==> src/rtl/sdh_pkg.sv <==
// ----------------------------------------------------------------------------
// sdh_pkg
// Shared types and constants for the stepper distance homing unit.
// ----------------------------------------------------------------------------
`default_nettype none

package sdh_pkg;

    // Operating modes, also driven out as the status field.
    localparam logic [2:0] MODE_IDLE   = 3'd0;
    localparam logic [2:0] MODE_SETTLE = 3'd1;
    localparam logic [2:0] MODE_FWD    = 3'd2;
    localparam logic [2:0] MODE_BACK   = 3'd3;
    localparam logic [2:0] MODE_WAIT   = 3'd4;
    localparam logic [2:0] MODE_DONE   = 3'd5;

    // Configuration register indexes.
    localparam int unsigned CFG_IDX_W = 3;
    localparam logic [CFG_IDX_W-1:0] CFG_NEAR_LIMIT   = 3'd0;
    localparam logic [CFG_IDX_W-1:0] CFG_WINDOW_WIDTH = 3'd1;
    localparam logic [CFG_IDX_W-1:0] CFG_FAR_LIMIT    = 3'd2;
    localparam logic [CFG_IDX_W-1:0] CFG_STEP_TICKS   = 3'd3;
    localparam logic [CFG_IDX_W-1:0] CFG_SETTLE_TICKS = 3'd4;

    localparam int unsigned CFG_DATA_W = 16;

    // Reset values of the configuration registers.
    localparam logic [15:0] NEAR_LIMIT_RST   = 16'd100;
    localparam logic [7:0]  WINDOW_WIDTH_RST = 8'd7;
    localparam logic [15:0] FAR_LIMIT_RST    = 16'd240;
    localparam logic [7:0]  STEP_TICKS_RST   = 8'd3;
    localparam logic [15:0] SETTLE_TICKS_RST = 16'd3000;

    typedef struct packed {
        logic [15:0] near_limit;
        logic [7:0]  window_width;
        logic [15:0] far_limit;
        logic [7:0]  step_ticks;
        logic [15:0] settle_ticks;
    } cfg_t;

    typedef struct packed {
        logic [3:0] coils;
        logic [2:0] status;
        logic       done_res;
    } res_t;

    // Two-phase-on full step patterns, bit 0 is the first winding.
    // The reverse sequence is the forward one read from the far end.
    function automatic logic [3:0] step_pattern(input logic back, input logic [1:0] idx);
        logic [1:0] i;
        logic [3:0] pat;
        i = back ? ~idx : idx;
        unique case (i)
            2'd0: pat = 4'h3;
            2'd1: pat = 4'h6;
            2'd2: pat = 4'hC;
            2'd3: pat = 4'h9;
            default: pat = 4'h0;
        endcase
        return pat;
    endfunction

endpackage

`default_nettype wire

==> src/rtl/sdh_core.sv <==
// ----------------------------------------------------------------------------
// sdh_core
// Homing sequencer: settle wait, distance decision and coil stepping.
// ----------------------------------------------------------------------------
`default_nettype none

module sdh_core
    import sdh_pkg::*;
#(
    parameter int unsigned DIST_BITS = 16
) (
    input  wire logic                 aclk,
    input  wire logic                 aresetn,
    input  wire cfg_t                 cfg,
    input  wire logic                 step_en,
    input  wire logic                 cmd,
    input  wire logic [DIST_BITS-1:0] distance,
    output res_t                      res
);

    // Comparison width covers the distance and near_limit + window_width.
    localparam int unsigned CMP_W = (DIST_BITS > 17) ? DIST_BITS : 17;

    logic [2:0]  mode_reg,  mode_next;
    logic [15:0] tick_reg,  tick_next;
    logic [1:0]  phase_reg, phase_next;
    logic        dir_reg,   dir_next;
    logic [3:0]  coil_reg,  coil_next;

    logic [CMP_W-1:0] dist_ext;
    logic [CMP_W-1:0] near_ext;
    logic [CMP_W-1:0] upper_ext;
    logic [CMP_W-1:0] far_ext;
    logic [15:0]      hold_len;
    logic             decide;
    logic             done;

    assign dist_ext  = CMP_W'(distance);
    assign near_ext  = CMP_W'(cfg.near_limit);
    assign upper_ext = CMP_W'(cfg.near_limit) + CMP_W'(cfg.window_width);
    assign far_ext   = CMP_W'(cfg.far_limit);
    assign hold_len  = (cfg.step_ticks == 8'd0) ? 16'd1 : 16'(cfg.step_ticks);

    always_comb begin
        mode_next  = mode_reg;
        tick_next  = tick_reg;
        phase_next = phase_reg;
        dir_next   = dir_reg;
        coil_next  = coil_reg;
        decide     = 1'b0;
        done       = 1'b0;

        if (cmd) begin
            mode_next = MODE_SETTLE;
            tick_next = 16'd0;
        end else begin
            unique case (mode_reg)
                MODE_SETTLE: begin
                    if (tick_reg >= cfg.settle_ticks) begin
                        decide = 1'b1;
                    end else begin
                        tick_next = tick_reg + 16'd1;
                    end
                end
                MODE_FWD, MODE_BACK: begin
                    if (tick_reg < hold_len) begin
                        tick_next = tick_reg + 16'd1;
                    end else if (phase_reg == 2'd3) begin
                        decide = 1'b1;
                    end else begin
                        phase_next = phase_reg + 2'd1;
                        tick_next  = 16'd1;
                        coil_next  = step_pattern(dir_reg, phase_reg + 2'd1);
                    end
                end
                MODE_WAIT: decide = 1'b1;
                default: ;
            endcase

            // One decision per sample; the window wins over the far bound.
            if (decide) begin
                priority if (dist_ext < near_ext) begin
                    mode_next  = MODE_FWD;
                    dir_next   = 1'b0;
                    phase_next = 2'd0;
                    tick_next  = 16'd1;
                    coil_next  = step_pattern(1'b0, 2'd0);
                end else if (dist_ext <= upper_ext) begin
                    mode_next = MODE_DONE;
                    done      = 1'b1;
                end else if (dist_ext == far_ext) begin
                    mode_next = MODE_WAIT;
                end else begin
                    mode_next  = MODE_BACK;
                    dir_next   = 1'b1;
                    phase_next = 2'd0;
                    tick_next  = 16'd1;
                    coil_next  = step_pattern(1'b1, 2'd0);
                end
            end
        end
    end

    always_ff @(posedge aclk) begin
        if (!aresetn) begin
            mode_reg  <= MODE_IDLE;
            tick_reg  <= 16'd0;
            phase_reg <= 2'd0;
            dir_reg   <= 1'b0;
            coil_reg  <= 4'h0;
        end else if (step_en) begin
            mode_reg  <= mode_next;
            tick_reg  <= tick_next;
            phase_reg <= phase_next;
            dir_reg   <= dir_next;
            coil_reg  <= coil_next;
        end
    end

    assign res.coils    = coil_next;
    assign res.status   = mode_next;
    assign res.done_res = done;

    // Stepping modes always have a live pattern on the coils.
    a_step_has_coils: assert property (@(posedge aclk) disable iff (!aresetn)
        (mode_reg == MODE_FWD || mode_reg == MODE_BACK) |-> (coil_reg != 4'h0))
        else $error("stepping with all coils off");

    // The stored direction matches the stepping mode.
    a_dir_matches: assert property (@(posedge aclk) disable iff (!aresetn)
        (mode_reg == MODE_FWD || mode_reg == MODE_BACK) |->
        (dir_reg == (mode_reg == MODE_BACK)))
        else $error("direction flag disagrees with mode");

    // Every pattern on the coils has begun its hold, so the counter is never zero.
    a_hold_bound: assert property (@(posedge aclk) disable iff (!aresetn)
        (mode_reg == MODE_FWD || mode_reg == MODE_BACK) |-> (tick_reg != 16'd0))
        else $error("hold counter out of range");

endmodule

`default_nettype wire

==> src/rtl/stepper_distance_homing_unit.sv <==
// An accepted request waits in the input register; the sequencer result for it
// is registered in the result register, which drives m_tvalid, once that slot frees.
// Throughput: one request per cycle while results are taken; the result
// register frees as it is taken, and the sequencer update is combinational.
// Reset: aresetn low clears both stages, the sequencer to idle with coils off,
// and loads the configuration registers with their default values.
// ----------------------------------------------------------------------------
// stepper_distance_homing_unit
// Stream wrapper, configuration registers and result staging around the
// homing sequencer.
// ----------------------------------------------------------------------------
`default_nettype none

module stepper_distance_homing_unit
    import sdh_pkg::*;
#(
    parameter int unsigned DIST_BITS = 16
) (
    input  wire logic                          aclk,
    input  wire logic                          aresetn,

    input  wire logic                          s_tvalid,
    output logic                               s_tready,
    input  wire logic [((DIST_BITS+7)/8)*8-1:0] s_tdata,  // [DIST_BITS-1:0] distance
    input  wire logic                          s_tuser,  // [0] cmd

    output logic                               m_tvalid,
    input  wire logic                          m_tready,
    output logic [7:0]                         m_tdata,  // [3:0] coils, [6:4] status,
                                                         // [7] done_res

    input  wire logic                          cfg_valid,
    output logic                               cfg_ready,
    input  wire logic [CFG_IDX_W-1:0]          cfg_index,
    input  wire logic [CFG_DATA_W-1:0]         cfg_data
);

    cfg_t cfg_reg;

    logic                 in_valid_reg;
    logic                 in_cmd_reg;
    logic [DIST_BITS-1:0] in_dist_reg;

    logic       out_valid_reg;
    res_t       out_res_reg;
    res_t       core_res;
    logic       advance;

    // Configuration writes.
    assign cfg_ready = 1'b1;

    always_ff @(posedge aclk) begin
        if (!aresetn) begin
            cfg_reg.near_limit   <= NEAR_LIMIT_RST;
            cfg_reg.window_width <= WINDOW_WIDTH_RST;
            cfg_reg.far_limit    <= FAR_LIMIT_RST;
            cfg_reg.step_ticks   <= STEP_TICKS_RST;
            cfg_reg.settle_ticks <= SETTLE_TICKS_RST;
        end else if (cfg_valid && cfg_ready) begin
            unique case (cfg_index)
                CFG_NEAR_LIMIT:   cfg_reg.near_limit   <= cfg_data;
                CFG_WINDOW_WIDTH: cfg_reg.window_width <= cfg_data[7:0];
                CFG_FAR_LIMIT:    cfg_reg.far_limit    <= cfg_data;
                CFG_STEP_TICKS:   cfg_reg.step_ticks   <= cfg_data[7:0];
                CFG_SETTLE_TICKS: cfg_reg.settle_ticks <= cfg_data;
                default: ;
            endcase
        end
    end

    // The request in the input register moves on when the result slot is free or being taken.
    assign advance  = in_valid_reg && (!out_valid_reg || m_tready);
    assign s_tready = !in_valid_reg || advance;

    always_ff @(posedge aclk) begin
        if (!aresetn) begin
            in_valid_reg <= 1'b0;
        end else if (s_tready) begin
            in_valid_reg <= s_tvalid;
        end
    end

    always_ff @(posedge aclk) begin
        if (s_tvalid && s_tready) begin
            in_cmd_reg  <= s_tuser;
            in_dist_reg <= s_tdata[DIST_BITS-1:0];
        end
    end

    sdh_core #(
        .DIST_BITS (DIST_BITS)
    ) u_core (
        .aclk     (aclk),
        .aresetn  (aresetn),
        .cfg      (cfg_reg),
        .step_en  (advance),
        .cmd      (in_cmd_reg),
        .distance (in_dist_reg),
        .res      (core_res)
    );

    always_ff @(posedge aclk) begin
        if (!aresetn) begin
            out_valid_reg <= 1'b0;
        end else if (advance) begin
            out_valid_reg <= 1'b1;
        end else if (m_tready) begin
            out_valid_reg <= 1'b0;
        end
    end

    always_ff @(posedge aclk) begin
        if (advance) begin
            out_res_reg <= core_res;
        end
    end

    assign m_tvalid = out_valid_reg;
    assign m_tdata  = {out_res_reg.done_res, out_res_reg.status, out_res_reg.coils};

    // A done pulse is only ever reported together with the done status.
    a_done_status: assert property (@(posedge aclk) disable iff (!aresetn)
        (m_tvalid && out_res_reg.done_res) |-> (out_res_reg.status == MODE_DONE))
        else $error("done pulse without done status");

    // Coils show either nothing or two adjacent windings.
    a_coil_shape: assert property (@(posedge aclk) disable iff (!aresetn)
        m_tvalid |-> (out_res_reg.coils == 4'h0 || out_res_reg.coils == 4'h3 ||
                      out_res_reg.coils == 4'h6 || out_res_reg.coils == 4'hC ||
                      out_res_reg.coils == 4'h9))
        else $error("illegal coil pattern");

    // A buffered request that cannot move on is kept.
    a_in_kept: assert property (@(posedge aclk) disable iff (!aresetn)
        (in_valid_reg && !advance) |=> in_valid_reg)
        else $error("buffered request lost");

    // A request only advances into a result slot that is free or being drained.
    a_no_overwrite: assert property (@(posedge aclk) disable iff (!aresetn)
        advance |-> (!out_valid_reg || m_tready))
        else $error("result overwritten before it was taken");

endmodule

`default_nettype wire

==> config.mk <==
export PLATFORM = sky130hd
export DESIGN_NAME = stepper_distance_homing_unit
export DESIGN_NICKNAME = d
export VERILOG_FILES = /design/src/rtl/sdh_pkg.sv /design/src/rtl/sdh_core.sv /design/src/rtl/stepper_distance_homing_unit.sv
export SDC_FILE = /design/constraint.sdc
export NUM_CORES = 1
export LEC_CHECK = 0
export BUFFER_PORTS_ARGS = -buffer_cell sky130_fd_sc_hd__buf_2
export CAP_MARGIN = 0
export CORE_MARGIN = 2
export CORE_UTILIZATION = 25
export CTS_BUF_LIST = sky130_fd_sc_hd__clkbuf_16
export CTS_CLUSTER_SIZE = 8
export DETAILED_ROUTE_END_ITERATION = 7
export PLACE_DENSITY = 0.41
export SETUP_SLACK_MARGIN = 0.05
export SLEW_MARGIN = 25
export SYNTH_ARGS = -nofsm -noshare
export SYNTH_HDL_FRONTEND = slang
export SYNTH_SLANG_ARGS = --single-unit
==> constraint.sdc <==
create_clock -name aclk -period 4.62 [get_ports aclk]
set_clock_uncertainty 0.05 [all_clocks]
set_input_delay 0.231 -clock aclk [delete_from_list [all_inputs] [get_ports aclk]]
set_output_delay 0.231 -clock aclk [all_outputs]
set_load 0.03 [all_outputs]
# Word-level counts from Yosys, hierarchy flattened
# Cells that the tools add are included.
# Widths: inputs -> output; s select.
[word_totals]
out_inout_bits = 11
word_cells = 104
reg_bits = 117
in_bits = 41
[classes]
n_reduce_logical = 19
add_sub_neg = 3
magnitude_cmp = 4
n_bitwise = 3
mux = 43
n_eq_ne = 15
[ops]
columns = ["cell", "count"]
rows = [
  ["$mux 16", 8],
  ["$lt 16x16->1", 2],
  ["$mux 4", 8],
  ["$pmux 16 s2", 1],
  ["$add 16x8->17", 1],
  ["$le 16x17->1", 1],
  ["$add 16x1->16 const B", 1],
  ["$eq 16x16->1", 1],
  ["$ge 16x16->1", 1],
  ["$mux 2", 8],
  ["$pmux 4 s4", 1],
  ["$mux 3", 5],
  ["$eq 3x2->1 const B", 4],
  ["$reduce_and 2->1", 6],
  ["$mux 1", 10],
  ["$logic_not 8->1", 1],
  ["$mux 8", 1],
  ["$eq 2x2->1 const B", 3],
  ["$eq 3x1->1 const B", 2],
  ["$eq 3x3->1 const B", 2],
  ["$reduce_and 5->1", 1],
  ["$ne 2x1->1 const B", 2],
  ["$logic_not 3->1", 1],
  ["$pmux 1 s3", 1],
  ["other kinds (11)", 15],
]

# Depth between registers and ports, before layout
[depth]
depth_word = 13
ltp_mapped = 20
ltp_nobuf = 18

# By module
# From an unflattened synthesis, not the netlist that was laid out.
[unflattened]
cells_unflattened = 761
hier_area_um2 = 7113.1
[by_module_without_submodules]
columns = ["mod", "n_inst", "cells_per_inst", "seq_area_each_um2", "area_each_um2"]
rows = [
  ["sdh_core", 1, 482, 520.5, 3764.9],
  ["stepper_distance_homing_unit", 1, 279, 2072.0, 3348.2],
]

# Worst setup path before layout
# No wires, ideal clock.
[synth_path]
path_kind = "reg2reg"
start = "register cfg_reg[49] (netlist name)"
end = "register out_res_reg, in the netlist m_tdata[2] (data pin)"
stages_incl_launch_ff = 21
period_less_slack_ps = 4005
setup_slack_ps = 615
setup_time_ps = 260
path_buffers = 2
t_arrival_ps = 3695
required_ps = 4310
cell_sequence = "dfxtp_1 ha_1 a21o_1 a21oi_1 o21bai_1 a21oi_1 o21bai_1 a21oi_1 nor2_1 xnor2_1 ha_1 nand3_1 nor4_1 o31ai_1 a41oi_1 nand3b_1 a22o_1 buf_4 buf_4 a21oi_1 o21ai_0"
[synth_lines]
columns = ["element", "line", "rtl"]
rows = [
  ["start: declaration", "stepper_distance_homing_unit.sv:38", "cfg_t cfg_reg;"],
  ["end signal: assignment", "stepper_distance_homing_unit.sv:114", "out_res_reg <= core_res;"],
  ["end: declaration", "stepper_distance_homing_unit.sv:45", "res_t out_res_reg;"],
]

==> impl_metrics.json <==
{
  "status": "completed",
  "die-area_sq_um": 29560,
  "fin_util": 0.3075,
  "synth_area_sq_um": 7049,
  "grt_pass1_vias": 5919,
  "die_x_um": 171.9,
  "clkSinkCount": 117,
  "postRouteAntennaNets": 0,
  "clkTransAtPathRegs_ns": 0.06,
  "path_cells": "ha_1 > fa_1 > a211oi_2 > o21bai_1 > nor2_2 > o22ai_2 > a21o_1 > ha_1 > nand4_1 > nor4_4 > o31ai_1 > a41oi_2 > nand3b_1 > a22o_4 > buf_4 > a21oi_1 > o21ai_0",
  "yosysSeqAreaShare": 0.3678,
  "fin_cells": 1283,
  "p_per_area_nw_per_um2": 319.3,
  "min_from": "s_tvalid",
  "ys_warn_count": 0,
  "wirelength_mm": 20.61,
  "synth.distinct_cells": 70,
  "routabilityCongestion": 0.7790,
  "hpwl_mm": 15.35,
  "fmax_ghz": 0.2349,
  "fin_ws_ns": 0.3620,
  "portBuffers": 50,
  "grt_use_total": 0.1467,
  "dieHeight_um": 171.9,
  "crit_path_start_kind": "flip-flop",
  "drt_iter0_markers": 325,
  "cp.arrival_ns": 4.38,
  "first_pass_iters": 7,
  "dp_slack_ns": 0.07380,
  "end_kind": "flip-flop",
  "crit_fanout": 8,
  "via_count": 5980,
  "worstPathRequired_ns": 4.74,
  "cp_slowest_cell": "fa_1",
  "clockBufferDepth": 2,
  "ys_seq_elements": 117,
  "drive_gt1_frac": 0.1239,
  "vias_per_cell": 4.661,
  "final.min_clock_period_ns": 4.258,
  "rows": 61,
  "detail_route.wl_per_cell_um": 16.06,
  "core_area_sq_um": 27780,
  "syn_inst": 826,
  "total_power_w": 0.002727,
  "crit_path_start": "cfg_reg[48]",
  "rsz0062_at_grt": "false",
  "ys.flop_type": "dfxtp_1",
  "critPathKind": "reg -> reg",
  "reg2reg_from": "cfg_reg[48]",
  "antenna_found_initial": 1,
  "hp-class": "in -> reg",
  "grt-ovfl-total": 0,
  "avgSynthCellArea_sq_um": 8.534,
  "largest_reg_flops": 64,
  "relSlewSlack": 0.3571,
  "setup_tns_ns": 0,
  "area_growth_pct": 21.17,
  "maxCapViolations": 0,
  "tightest_slew_ns": 0.9643,
  "ir_drop_v": 0.0002495,
  "p_leak_nw": 3.315,
  "setup-violations-final": 0,
  "cts_htree_levels": 4,
  "hold_violations": 0,
  "path_delay_family": "compound AO/OA/AOI/OAI gates",
  "ctsRootBufferMaster": "clkbuf_16",
  "syn_nets": 939,
  "ys_async_sr_fraction": 0,
  "cts_tree": "built",
  "cts_buffers": 17,
  "crit_top_cell": "ha_1",
  "drc": 0,
  "cp.buffers_inverters": 1,
  "fill_cells": 3022,
  "start_util": 0.2537,
  "period_share": 0.9216,
  "post-place-cells": 1233,
  "io-pin-count": 52,
  "seq_area_sq_um": 2592,
  "slew_violations": 0,
  "synth_edf_count": 25,
  "clock_latency_ns": 0.42,
  "nets": 1004,
  "multi_input_area_sq_um": 4160,
  "grt_pass1_wl_mm": 33.22,
  "slowest_delay_ns": 0.44,
  "grt_max_degree": 58
}
## layout make-up
class	count	area share
clock inverter	15	0.02095
multi-input combinational	622	0.4870
timing repair buffer	78	0.05888
inverter	55	0.02417
sequential	117	0.3035
clock buffer	17	0.04980
antenna	1	0.0002930
tap	378	0.05537
## cells in the mapped netlist (8+ instances only)
cell	number	share of area
inv_1	55	0.029
o211ai_1	13	0.014
clkbuf_1	27	0.014
nand4_1	15	0.013
edfxtp_1	25	0.11
o21ai_0	29	0.021
nand2_1	162	0.086
dfxtp_1	92	0.26
ha_1	71	0.13
a21oi_1	39	0.028
and2_1	8	0.0071
nand3_1	30	0.021
xnor2_1	27	0.034
a21o_1	10	0.011
nor2_1	34	0.018
a21boi_0	46	0.049
and3_1	9	0.0080
nor3_1	11	0.0078
## layer usage
layer,vias to the layer above,GRT usage,wire length [um]
li1,3075,-,-
met1,2777,0.2092,10580
met2,113,0.2258,9075
met3,15,0.02930,761
met4,0,0.03763,192
met5,-,0,0
## kinds of logic (layout without fill, tap and decap cells)
group / after synthesis / in the layout / share of synthesized area
other: 1 / 2 / 0.0005320
flip-flops: 117 / 117 / 0.3678
adder cells (fa/ha/maj): 72 / 72 / 0.1289
AND/OR/NAND/NOR: 309 / 309 / 0.2038
multiplexers: 4 / 4 / 0.005680
XOR/XNOR: 31 / 31 / 0.03852
buffers and inverters: 87 / 165 / 0.04899
AO/OA/AOI/OAI: 205 / 205 / 0.2059
## through the flow
| step | area, sq um | hold WS [ns] |
|---|---|---|
| after floorplan | 7049 | 0.2799 |
| after detailed placement | 7716 | 0.3591 |
| after CTS | 8497 | 0.003510 |
| after global placement | 7716 | 0.3580 |
| final | 8542 | 0.01354 |
| after global routing | 8539 | 0.04941 |
## where the power goes
group          switching (W)  internal [W]
registers          0.0000242       0.00107
clock network       0.000531      0.000851
logic               0.000149     0.0000987
total               0.000704       0.00202
## timing repair
item	in CTS	in global routing
resized for setup	1	8
hold buffers	17	0
endpoints found under the hold margin	17	0
endpoints found under the setup margin	1	28
buffers inserted	0	0
pin swaps	0	3
## path summary, 6_finish.rpt
kind         slack [ns]           end  cells after the start
min reg2reg        0.42    cfg_reg[6]                      2
min                0.01  in_valid_reg                      3
max                0.36    m_tdata[2]                     17
max reg2reg        0.36    m_tdata[2]                     17
## cells in the final DEF, fill, tap and decap left out, types with 10 or more instances in the layout
cell type / synthesis / layout
nand2_1: 162 / 162
xnor2_1: 27 / 27
a21boi_0: 46 / 46
nor3_1: 11 / 11
clkbuf_16: 0 / 17
buf_4: 3 / 11
a21o_1: 10 / 10
edfxtp_1: 25 / 25
nand3_1: 30 / 30
a21oi_1: 39 / 38
nor2_1: 34 / 33
o211ai_1: 13 / 13
ha_1: 71 / 71
dfxtp_1: 92 / 92
buf_2: 0 / 50
o21ai_0: 29 / 29
dlygate4sd3_1: 0 / 17
inv_1: 55 / 55
nand4_1: 15 / 15
## tightest hold or removal path: cells and delay by family
| family | cells | cell delay (ns) |
|---|---|---|
| AOI/OAI and AO/OA | 1 | 0.04 |
| buffers and inverters | 1 | 0.08 |
| and+or+nand+nor | 1 | 0.09 |
No activity file was read; power rests on OpenSTA's default activity.
